==> src/design/swnr_pkg.sv <==
package swnr_pkg;

	// fixed field widths
	localparam int SAMPLE_W = 7;
	localparam int CFG_W    = 9;
	localparam int HIST_W   = 9;

	// histogram bins saturate here
	localparam logic [HIST_W-1:0] HIST_MAX = '1;

	// configuration register indexes
	localparam logic [0:0] REG_WINDOW_LEN = 1'b0;
	localparam logic [0:0] REG_RANK       = 1'b1;

	// microprogram step address
	typedef logic [2:0] step_t;

	localparam step_t STEP_IDLE    = 3'd0;
	localparam step_t STEP_RD_IN   = 3'd1;
	localparam step_t STEP_WR_IN   = 3'd2;
	localparam step_t STEP_RD_OLD  = 3'd3;
	localparam step_t STEP_WR_OLD  = 3'd4;
	localparam step_t STEP_SCAN_RD = 3'd5;
	localparam step_t STEP_SCAN    = 3'd6;
	localparam step_t STEP_EMIT    = 3'd7;

	// jump conditions
	typedef enum logic [2:0] {
		COND_NEVER     = 3'd0,
		COND_NO_ITEM   = 3'd1,
		COND_SHORT     = 3'd2,
		COND_SCAN_MORE = 3'd3,
		COND_OUT_BUSY  = 3'd4
	} cond_t;

	// one control word
	typedef struct packed {
		logic  accept;    // take an item from the input side
		logic  rd_in;     // read entering bin and leaving sample
		logic  wr_in;     // write incremented entering bin
		logic  rd_old;    // read bin of leaving sample
		logic  wr_old;    // write decremented leaving bin
		logic  commit;    // store sample, advance pointer and fill count
		logic  scan_rd;   // first bin read of the rank scan
		logic  scan_acc;  // accumulate one bin, read the next
		logic  emit;      // load output register
		cond_t cond;
		step_t target;
	} ctl_t;

	// datapath status seen by the sequencer
	typedef struct packed {
		logic short_win;
		logic scan_more;
		logic out_busy;
	} stat_t;

	// control store
	function automatic ctl_t ucode(input step_t step);
		ctl_t w;
		w = '0;
		w.cond = COND_NEVER;
		w.target = STEP_IDLE;
		unique case (step)
			STEP_IDLE: begin
				w.accept = 1'b1;
				w.cond = COND_NO_ITEM;
				w.target = STEP_IDLE;
			end
			STEP_RD_IN: begin
				w.rd_in = 1'b1;
			end
			STEP_WR_IN: begin
				w.wr_in = 1'b1;
			end
			STEP_RD_OLD: begin
				w.rd_old = 1'b1;
			end
			STEP_WR_OLD: begin
				w.wr_old = 1'b1;
				w.commit = 1'b1;
				w.cond = COND_SHORT;
				w.target = STEP_IDLE;
			end
			STEP_SCAN_RD: begin
				w.scan_rd = 1'b1;
			end
			STEP_SCAN: begin
				w.scan_acc = 1'b1;
				w.cond = COND_SCAN_MORE;
				w.target = STEP_SCAN;
			end
			STEP_EMIT: begin
				w.emit = 1'b1;
				w.cond = COND_OUT_BUSY;
				w.target = STEP_EMIT;
			end
		endcase
		return w;
	endfunction

endpackage

==> src/design/swnr_seq.sv <==
module swnr_seq (
	input  logic                clk,
	input  logic                arst_n,
	input  logic                in_valid,
	input  swnr_pkg::stat_t     stat,
	output swnr_pkg::ctl_t      ctl
);

	swnr_pkg::step_t step_q;
	logic            jump;

	// control word of the current step
	assign ctl = swnr_pkg::ucode(step_q);

	// jump condition select
	always_comb begin
		unique case (ctl.cond)
			swnr_pkg::COND_NEVER:     jump = 1'b0;
			swnr_pkg::COND_NO_ITEM:   jump = ~in_valid;
			swnr_pkg::COND_SHORT:     jump = stat.short_win;
			swnr_pkg::COND_SCAN_MORE: jump = stat.scan_more;
			swnr_pkg::COND_OUT_BUSY:  jump = stat.out_busy;
			default:                  jump = 1'b0;
		endcase
	end

	// step counter, last step wraps to idle
	always_ff @(posedge clk or negedge arst_n) begin
		if (!arst_n) begin
			step_q <= swnr_pkg::STEP_IDLE;
		end else if (jump) begin
			step_q <= ctl.target;
		end else begin
			step_q <= step_q + 3'd1;
		end
	end

endmodule

==> src/design/swnr_hist.sv <==
module swnr_hist #(
	parameter int DEPTH = 50,
	parameter int AW    = 6
) (
	input  logic                          clk,
	input  logic                          arst_n,
	input  logic                          clear,
	input  logic                          rd_en,
	input  logic [AW-1:0]                 rd_addr,
	output logic [swnr_pkg::HIST_W-1:0]   rd_data,
	input  logic                          wr_en,
	input  logic [AW-1:0]                 wr_addr,
	input  logic [swnr_pkg::HIST_W-1:0]   wr_data
);

	logic [swnr_pkg::HIST_W-1:0] mem [DEPTH];
	logic [DEPTH-1:0]            valid_q;
	logic [swnr_pkg::HIST_W-1:0] rd_data_q;

	// per-bin valid bits, an invalid bin reads as zero
	always_ff @(posedge clk or negedge arst_n) begin
		if (!arst_n) begin
			valid_q <= '0;
		end else if (clear) begin
			valid_q <= '0;
		end else if (wr_en) begin
			valid_q[wr_addr] <= 1'b1;
		end
	end

	// bin storage with registered read
	always_ff @(posedge clk) begin
		if (wr_en) begin
			mem[wr_addr] <= wr_data;
		end
		if (rd_en) begin
			rd_data_q <= valid_q[rd_addr] ? mem[rd_addr] : '0;
		end
	end

	assign rd_data = rd_data_q;

endmodule

==> src/design/swnr_dp.sv <==
module swnr_dp #(
	parameter int WINDOW_MAX = 256,
	parameter int VALUE_SPAN = 50
) (
	input  logic                                  clk,
	input  logic                                  arst_n,
	input  swnr_pkg::ctl_t                        ctl,
	input  logic                                  in_valid,
	input  logic signed [swnr_pkg::SAMPLE_W-1:0]  sample,
	input  logic                                  new_sequence,
	input  logic [swnr_pkg::CFG_W-1:0]            window_len,
	input  logic [swnr_pkg::CFG_W-1:0]            rank,
	input  logic                                  out_stall,
	output swnr_pkg::stat_t                       stat,
	output logic                                  out_valid,
	output logic signed [swnr_pkg::SAMPLE_W-1:0]  beauty
);

	localparam int PW = $clog2(WINDOW_MAX);
	localparam int FW = $clog2(WINDOW_MAX + 1);
	localparam int LW = (FW > swnr_pkg::CFG_W) ? FW : swnr_pkg::CFG_W;
	localparam int BW = (VALUE_SPAN > 1) ? $clog2(VALUE_SPAN) : 1;
	localparam int JW = $clog2(VALUE_SPAN + 1);
	localparam int CW = $clog2(VALUE_SPAN * ((1 << swnr_pkg::HIST_W) - 1) + 1);
	localparam int SW = swnr_pkg::SAMPLE_W + 2;
	localparam int RW = JW + swnr_pkg::SAMPLE_W + 2;
	localparam logic signed [SW-1:0] SPAN_S = SW'(VALUE_SPAN);

	logic [swnr_pkg::SAMPLE_W-1:0] win_mem [WINDOW_MAX];

	logic [swnr_pkg::SAMPLE_W-1:0] sample_q;
	logic [swnr_pkg::SAMPLE_W-1:0] old_q;
	logic [FW-1:0]                 fill_q;
	logic [PW-1:0]                 wp_q;
	logic [JW-1:0]                 j_q;
	logic [CW-1:0]                 cum_q;
	logic [swnr_pkg::SAMPLE_W-1:0] res_q;
	logic [swnr_pkg::SAMPLE_W-1:0] beauty_q;
	logic                          out_valid_q;

	logic [LW-1:0]                 len_ext;
	logic [FW-1:0]                 len_c;
	logic [swnr_pkg::CFG_W-1:0]    want;
	logic [FW:0]                   wrap_sum;
	logic [PW-1:0]                 old_idx;
	logic [FW-1:0]                 fill_inc;
	logic                          accept;
	logic                          in_neg;
	logic                          old_live;
	logic [BW-1:0]                 in_bin;
	logic [BW-1:0]                 old_bin;
	logic                          hist_rd_en;
	logic [BW-1:0]                 hist_rd_addr;
	logic [swnr_pkg::HIST_W-1:0]   hist_rd_data;
	logic                          hist_wr_en;
	logic [BW-1:0]                 hist_wr_addr;
	logic [swnr_pkg::HIST_W-1:0]   hist_wr_data;
	logic [CW-1:0]                 cum_sum;
	logic                          hit;
	logic                          more;
	logic [RW-1:0]                 res_wide;
	logic                          out_load;

	// bin of a negative sample, values below the span share the lowest bin
	function automatic logic [BW-1:0] bin_of(input logic [swnr_pkg::SAMPLE_W-1:0] v);
		logic signed [SW-1:0] sx;
		logic signed [SW-1:0] sum;
		sx = SW'($signed(v));
		sum = sx + SPAN_S;
		if (sx < -SPAN_S) begin
			return '0;
		end
		return BW'(sum);
	endfunction

	// clamp window length and rank to their legal ranges
	assign len_ext = LW'(window_len);
	always_comb begin
		if (window_len == '0) begin
			len_c = FW'(1);
		end else if (len_ext > LW'(WINDOW_MAX)) begin
			len_c = FW'(WINDOW_MAX);
		end else begin
			len_c = FW'(len_ext);
		end
	end
	assign want = (rank == '0) ? swnr_pkg::CFG_W'(1) : rank;

	// slot of the sample leaving the window
	assign wrap_sum = (FW+1)'(wp_q) + (FW+1)'(WINDOW_MAX) - (FW+1)'(len_c);
	always_comb begin
		if (FW'(wp_q) >= len_c) begin
			old_idx = PW'(FW'(wp_q) - len_c);
		end else begin
			old_idx = PW'(wrap_sum);
		end
	end

	assign fill_inc = (fill_q == FW'(WINDOW_MAX)) ? fill_q : fill_q + FW'(1);
	assign accept   = ctl.accept & in_valid;
	assign in_neg   = sample_q[swnr_pkg::SAMPLE_W-1];
	assign old_live = (fill_q >= len_c) & old_q[swnr_pkg::SAMPLE_W-1];
	assign in_bin   = bin_of(sample_q);
	assign old_bin  = bin_of(old_q);

	// scan accumulate and compare against the rank
	assign cum_sum  = cum_q + CW'(hist_rd_data);
	assign hit      = cum_sum >= CW'(want);
	assign more     = ~hit & (j_q != JW'(VALUE_SPAN));
	assign res_wide = RW'(j_q) - RW'(1) - RW'(VALUE_SPAN);

	// histogram port selection
	always_comb begin
		priority if (ctl.rd_in) begin
			hist_rd_addr = in_bin;
		end else if (ctl.rd_old) begin
			hist_rd_addr = old_bin;
		end else begin
			hist_rd_addr = BW'(j_q);
		end
	end
	assign hist_rd_en   = ctl.rd_in | ctl.rd_old | ctl.scan_rd | (ctl.scan_acc & more);
	assign hist_wr_en   = (ctl.wr_in & in_neg) | (ctl.wr_old & old_live);
	assign hist_wr_addr = ctl.wr_in ? in_bin : old_bin;
	always_comb begin
		if (ctl.wr_in) begin
			hist_wr_data = (hist_rd_data == swnr_pkg::HIST_MAX) ? hist_rd_data
			                                                     : hist_rd_data + 1'b1;
		end else begin
			hist_wr_data = (hist_rd_data == '0) ? hist_rd_data : hist_rd_data - 1'b1;
		end
	end

	swnr_hist #(
		.DEPTH (VALUE_SPAN),
		.AW    (BW)
	) u_hist (
		.clk     (clk),
		.arst_n  (arst_n),
		.clear   (accept & new_sequence),
		.rd_en   (hist_rd_en),
		.rd_addr (hist_rd_addr),
		.rd_data (hist_rd_data),
		.wr_en   (hist_wr_en),
		.wr_addr (hist_wr_addr),
		.wr_data (hist_wr_data)
	);

	// delay line
	always_ff @(posedge clk) begin
		if (ctl.rd_in) begin
			old_q <= win_mem[old_idx];
		end
		if (ctl.commit) begin
			win_mem[wp_q] <= sample_q;
		end
	end

	// item payload, scan accumulator and result
	always_ff @(posedge clk) begin
		if (accept) begin
			sample_q <= sample;
		end
		if (ctl.commit) begin
			cum_q <= '0;
		end else if (ctl.scan_acc & more) begin
			cum_q <= cum_sum;
		end
		if (ctl.scan_acc & ~more) begin
			res_q <= hit ? res_wide[swnr_pkg::SAMPLE_W-1:0] : '0;
		end
		if (out_load) begin
			beauty_q <= res_q;
		end
	end

	// sequence position and scan counter
	always_ff @(posedge clk or negedge arst_n) begin
		if (!arst_n) begin
			fill_q <= '0;
			wp_q <= '0;
			j_q <= '0;
		end else begin
			if (accept & new_sequence) begin
				fill_q <= '0;
				wp_q <= '0;
			end else if (ctl.commit) begin
				fill_q <= fill_inc;
				wp_q <= (wp_q == PW'(WINDOW_MAX - 1)) ? '0 : wp_q + PW'(1);
			end
			if (ctl.commit) begin
				j_q <= '0;
			end else if (ctl.scan_rd | (ctl.scan_acc & more)) begin
				j_q <= j_q + JW'(1);
			end
		end
	end

	// output register
	assign out_load = ctl.emit & ~(out_valid_q & out_stall);
	always_ff @(posedge clk or negedge arst_n) begin
		if (!arst_n) begin
			out_valid_q <= 1'b0;
		end else if (out_load) begin
			out_valid_q <= 1'b1;
		end else if (~out_stall) begin
			out_valid_q <= 1'b0;
		end
	end

	assign stat.short_win = fill_inc < len_c;
	assign stat.scan_more = more;
	assign stat.out_busy  = out_valid_q & out_stall;
	assign out_valid      = out_valid_q;
	assign beauty         = $signed(beauty_q);

endmodule

==> src/design/sliding_window_negative_rank_unit.sv <==
// an item accepted while the window is still filling gives no result; once the window is full
// the result follows the entering and leaving bin updates and a scan of k bins (1..VALUE_SPAN)
// a new item is taken only after the previous one is done, in the idle step, and the output
// load waits while a stalled result is held; the one-bin-per-cycle histogram scan sets the pace
// reset: arst_n clears sequencer, histogram valid bits, fill count and pointer at once;
// window_len and rank return to 1; the delay line is not cleared
module sliding_window_negative_rank_unit #(
	parameter int WINDOW_MAX = 256,
	parameter int VALUE_SPAN = 50
) (
	input  logic                                  clk,
	input  logic                                  arst_n,
	input  logic                                  in_valid,
	output logic                                  in_stall,
	input  logic signed [swnr_pkg::SAMPLE_W-1:0]  sample,
	input  logic                                  new_sequence,
	output logic                                  out_valid,
	input  logic                                  out_stall,
	output logic signed [swnr_pkg::SAMPLE_W-1:0]  beauty,
	input  logic                                  write_enable,
	input  logic [0:0]                            write_index,
	input  logic [swnr_pkg::CFG_W-1:0]            write_data
);

	logic [swnr_pkg::CFG_W-1:0] window_len_q;
	logic [swnr_pkg::CFG_W-1:0] rank_q;
	swnr_pkg::ctl_t             ctl;
	swnr_pkg::stat_t            stat;

	// configuration registers
	always_ff @(posedge clk or negedge arst_n) begin
		if (!arst_n) begin
			window_len_q <= swnr_pkg::CFG_W'(1);
			rank_q <= swnr_pkg::CFG_W'(1);
		end else if (write_enable) begin
			unique case (write_index)
				swnr_pkg::REG_WINDOW_LEN: window_len_q <= write_data;
				swnr_pkg::REG_RANK:       rank_q <= write_data;
				default:                  ;
			endcase
		end
	end

	swnr_seq u_seq (
		.clk      (clk),
		.arst_n   (arst_n),
		.in_valid (in_valid),
		.stat     (stat),
		.ctl      (ctl)
	);

	swnr_dp #(
		.WINDOW_MAX (WINDOW_MAX),
		.VALUE_SPAN (VALUE_SPAN)
	) u_dp (
		.clk          (clk),
		.arst_n       (arst_n),
		.ctl          (ctl),
		.in_valid     (in_valid),
		.sample       (sample),
		.new_sequence (new_sequence),
		.window_len   (window_len_q),
		.rank         (rank_q),
		.out_stall    (out_stall),
		.stat         (stat),
		.out_valid    (out_valid),
		.beauty       (beauty)
	);

	// items are taken only in the idle step
	assign in_stall = ~ctl.accept;

endmodule

==> config.mk <==
export PLATFORM = sky130hd
export DESIGN_NAME = sliding_window_negative_rank_unit
export DESIGN_NICKNAME = d
export VERILOG_FILES = /design/src/design/swnr_pkg.sv /design/src/design/swnr_seq.sv /design/src/design/swnr_hist.sv /design/src/design/swnr_dp.sv /design/src/design/sliding_window_negative_rank_unit.sv
export SDC_FILE = /design/constraint.sdc
export NUM_CORES = 2
export LEC_CHECK = 0
export BUFFER_PORTS_ARGS = -buffer_cell sky130_fd_sc_hd__buf_4
export CAP_MARGIN = 0
export CORE_UTILIZATION = 35
export CTS_BUF_LIST = sky130_fd_sc_hd__clkbuf_4
export CTS_CLUSTER_DIAMETER = 200
export CTS_CLUSTER_SIZE = 40
export DETAILED_ROUTE_END_ITERATION = 8
export HOLD_SLACK_MARGIN = 0.06
export PLACE_DENSITY = 0.54
export SYNTH_ARGS = -nofsm -noshare
export SYNTH_HDL_FRONTEND = slang
export SYNTH_HIERARCHICAL = 1
export SYNTH_SLANG_ARGS = --single-unit
==> constraint.sdc <==
create_clock -name clk -period 10.85 [get_ports clk]
set_input_delay 1.6275 -clock clk [delete_from_list [all_inputs] [get_ports clk]]
set_output_delay 1.6275 -clock clk [all_outputs]
set_load 0.02 [all_outputs]
==> key figures <==
Status
  – Status: finished, final reports clean

Detailed routing
  – Pre-Repair DR Iteration Count: 7
  – Number of DRC markers in iteration 0: 4914
  – Final ANT Viol Nets: 0
  – Vias/cell: 5.464
  – Final wirelength: 228400 um
  – Vias: 44982
  – Routed WL per cell: 27.74 um
  – Drt drc: 0

Cells and area
  – Highest-count cells in the layout ignoring fill and taps: edfxtp_1 (2279), mux4_2 (621), nor2_1 (480), mux2i_1 (176), buf_4 (111)
  – Layout cells sized above 1: 0.2058
  – Post-layout nets: 4712
  – Final Util: 0.3722
  – Area delta synth->final: 5.406%
  – Final instance area: 101000 um^2
  – Most common cell after layout, fill and taps aside: edfxtp_1

Clocking
  – CTS H-tree lvls: 3
  – CTS Sinks: 2389
  – Clock Tree Buf Depth: 3
  – Clock transition at path regs: 0.40 ns
  – Root Buffer: clkbuf_4
  – Later-pin clock latency in the skew report: 1.32 ns
  – Postcts setup bufs: 0
  – CTS tree: built
  – Post-cts resize count: 0
  – Cts bufs inserted: 69

Setup path
  – WP data arrival: 7.37 ns
  – Worst Setup Path Type: flop to flop
  – CP required: 11.93 ns
  – R2R Setup Slk: 4.56 ns
  – Crit path from: window_len_q[4]
  – Type of origin of the critical path: flop
  – Cells on worst reg2reg path: 14
  – Setup crit end kind: flop
  – FF-to-FF Start: window_len_q[4]
  – CP Capture Point: u_dp/old_q[1]
  – Critical register-to-register path endpoint: u_dp/old_q[1]
  – Worst-path maximum fanout: 105

Floorplanning
  – Die area: 276000 um^2
  – Die width: 525.3 um
  – Effective utilization at floorplan: 0.3531
  – Core Box Area: 271500 um^2
  – Num ports: 32
  – Placement row count: 191
  – DIE HEIGHT: 525.3 um

STA
  – RSZ-0062 raised after global routing: false
  – Final Hold Violating Endpoints: 0
  – Final Setup Violations: 0
  – Min cycle time layout: 6.286 ns
  – Fmax: 0.1591 GHz
  – Slew HR: 0.1298
  – Worst hold slack: 0.4703 ns
  – Skew final: 0.1866 ns
  – Final Slew Violations: 0
  – Actual slew at the worst max-slew pin: 1.300 ns
  – Final worst slack: 4.564 ns
  – Final period util: 0.5793
  – Setup TNS: 0 ns

Global routing
  – Largest net degree at the start of global routing: 212
  – Initial antenna violation count: 15
  – Number of global-route vias before repair: 45171
  – Total GRT Usage: 0.1632
  – First-pass GRT wire length: 332300 um
  – Total gr overflow: 0

Placed design
  – Area after DPL: 100200 um^2
  – Post-DP HPWL: 135800 um
  – GP Congestion: 0.7951
  – Place WS: 4.416 ns
  – # port buffers: 31

Synth
  – Warnings, synthesis: 6
  – Syn_nets: 4783
  – Post-Syn Area: 95850 um^2
  – Mapped Avg Cell Area: 20.41 um^2
  – Gate Count Post-Synth: 4696

Power
  – Max IR drop VDD: 296.7 uV
  – Pleak: 30.69 nW
  – Power Density: 256.9 nW/um^2

Flow run
  – MaxCap Viol Count: 0

Min path
  – Hold Path Stages: 0
  – Min-Delay Path Class: flop to flop
==> registers in the layout, summed over array words and instances (netlist names) <==
signal               count
u_dp/u_hist/valid_q     50
window_len_q             9
u_dp/fill_q              9
rank_q                   9
u_dp/old_q               7
u_dp/cum_q              15
u_dp/out_valid           1
u_seq/step_q             3
u_dp/beauty              7
u_dp/wp_q                8
u_dp/win_mem          1792
u_dp/u_hist/mem        450
u_dp/u_hist/rd_data      9
u_dp/sample_q            7
u_dp/j_q                 6
u_dp/res_q               7
==> report_power, final <==
group          total (W)  switching [W]  internal, W
registers         0.0112       0.000190       0.0111
logic             0.0118        0.00703      0.00477
clock network    0.00291        0.00249     0.000413
==> worst min-delay path by stage <==
stage,start,end
finish,u_dp/res_q[4],u_dp/beauty[4]
global route,sample[6],u_dp/sample_q[6]
CTS,sample[6],u_dp/sample_q[6]
detailed placement,u_dp/res_q[4],u_dp/beauty[4]
global placement,u_dp/res_q[5],u_dp/beauty[5]
floorplan,u_dp/res_q[0],u_dp/beauty[0]
==> repair_timing <==
item | 4_1_cts | 5_1_grt
hold buffers | 1 | 0
setup endpoints to repair | 0 | 0
endpoints found under the hold margin | 7 | 0
==> metal layers <==
layer  share of wire  vias to the layer above  GRT usage
met1            0.45                    24614     0.2379
met2            0.49                     1288     0.2654
met5        0.000096                        -          0
li1                -                    18932          -
met3           0.055                      144    0.01974
met4           0.014                        4    0.02852
==> per-stage QoR <==
stage / cells / power (W)
final: 8233 / 0.02596
after global routing: 8230 / 0.02707
after CTS: 8225 / 0.02630
after detailed placement: 8123 / 0.02342
after global placement: 8123 / 0.02333
after floorplan: 4696 / 0.01952
==> critical path, stage by stage (launching register included) <==
cell and delay (ns):
dfrtp_1 0.49, nor4_1 0.36, a21oi_1 0.15, nor2_1 0.32, ha_4 0.19, inv_1 0.05
fa_4 1.21, buf_12 0.47, buf_4 0.67, mux4_2 0.42, mux4_2 0.52, mux2i_1 0.54
mux2i_1 0.15, o22ai_1 0.40, a31oi_1 0.07
==> layout make-up <==
| cell class | count | area [um^2] |
|---|---|---|
| sequential | 2389 | 71120 |
| multi-input combinational | 2007 | 23410 |
| clock inverter | 9 | 85.08 |
| inverter | 32 | 120.1 |
| timing repair buffer | 126 | 1124 |
| clock buffer | 92 | 690.7 |
| fill | 24632 | 170400 |
| tap | 3570 | 4467 |
| antenna | 8 | 20.02 |
Note: power is estimated with default switching activity, not from simulation.
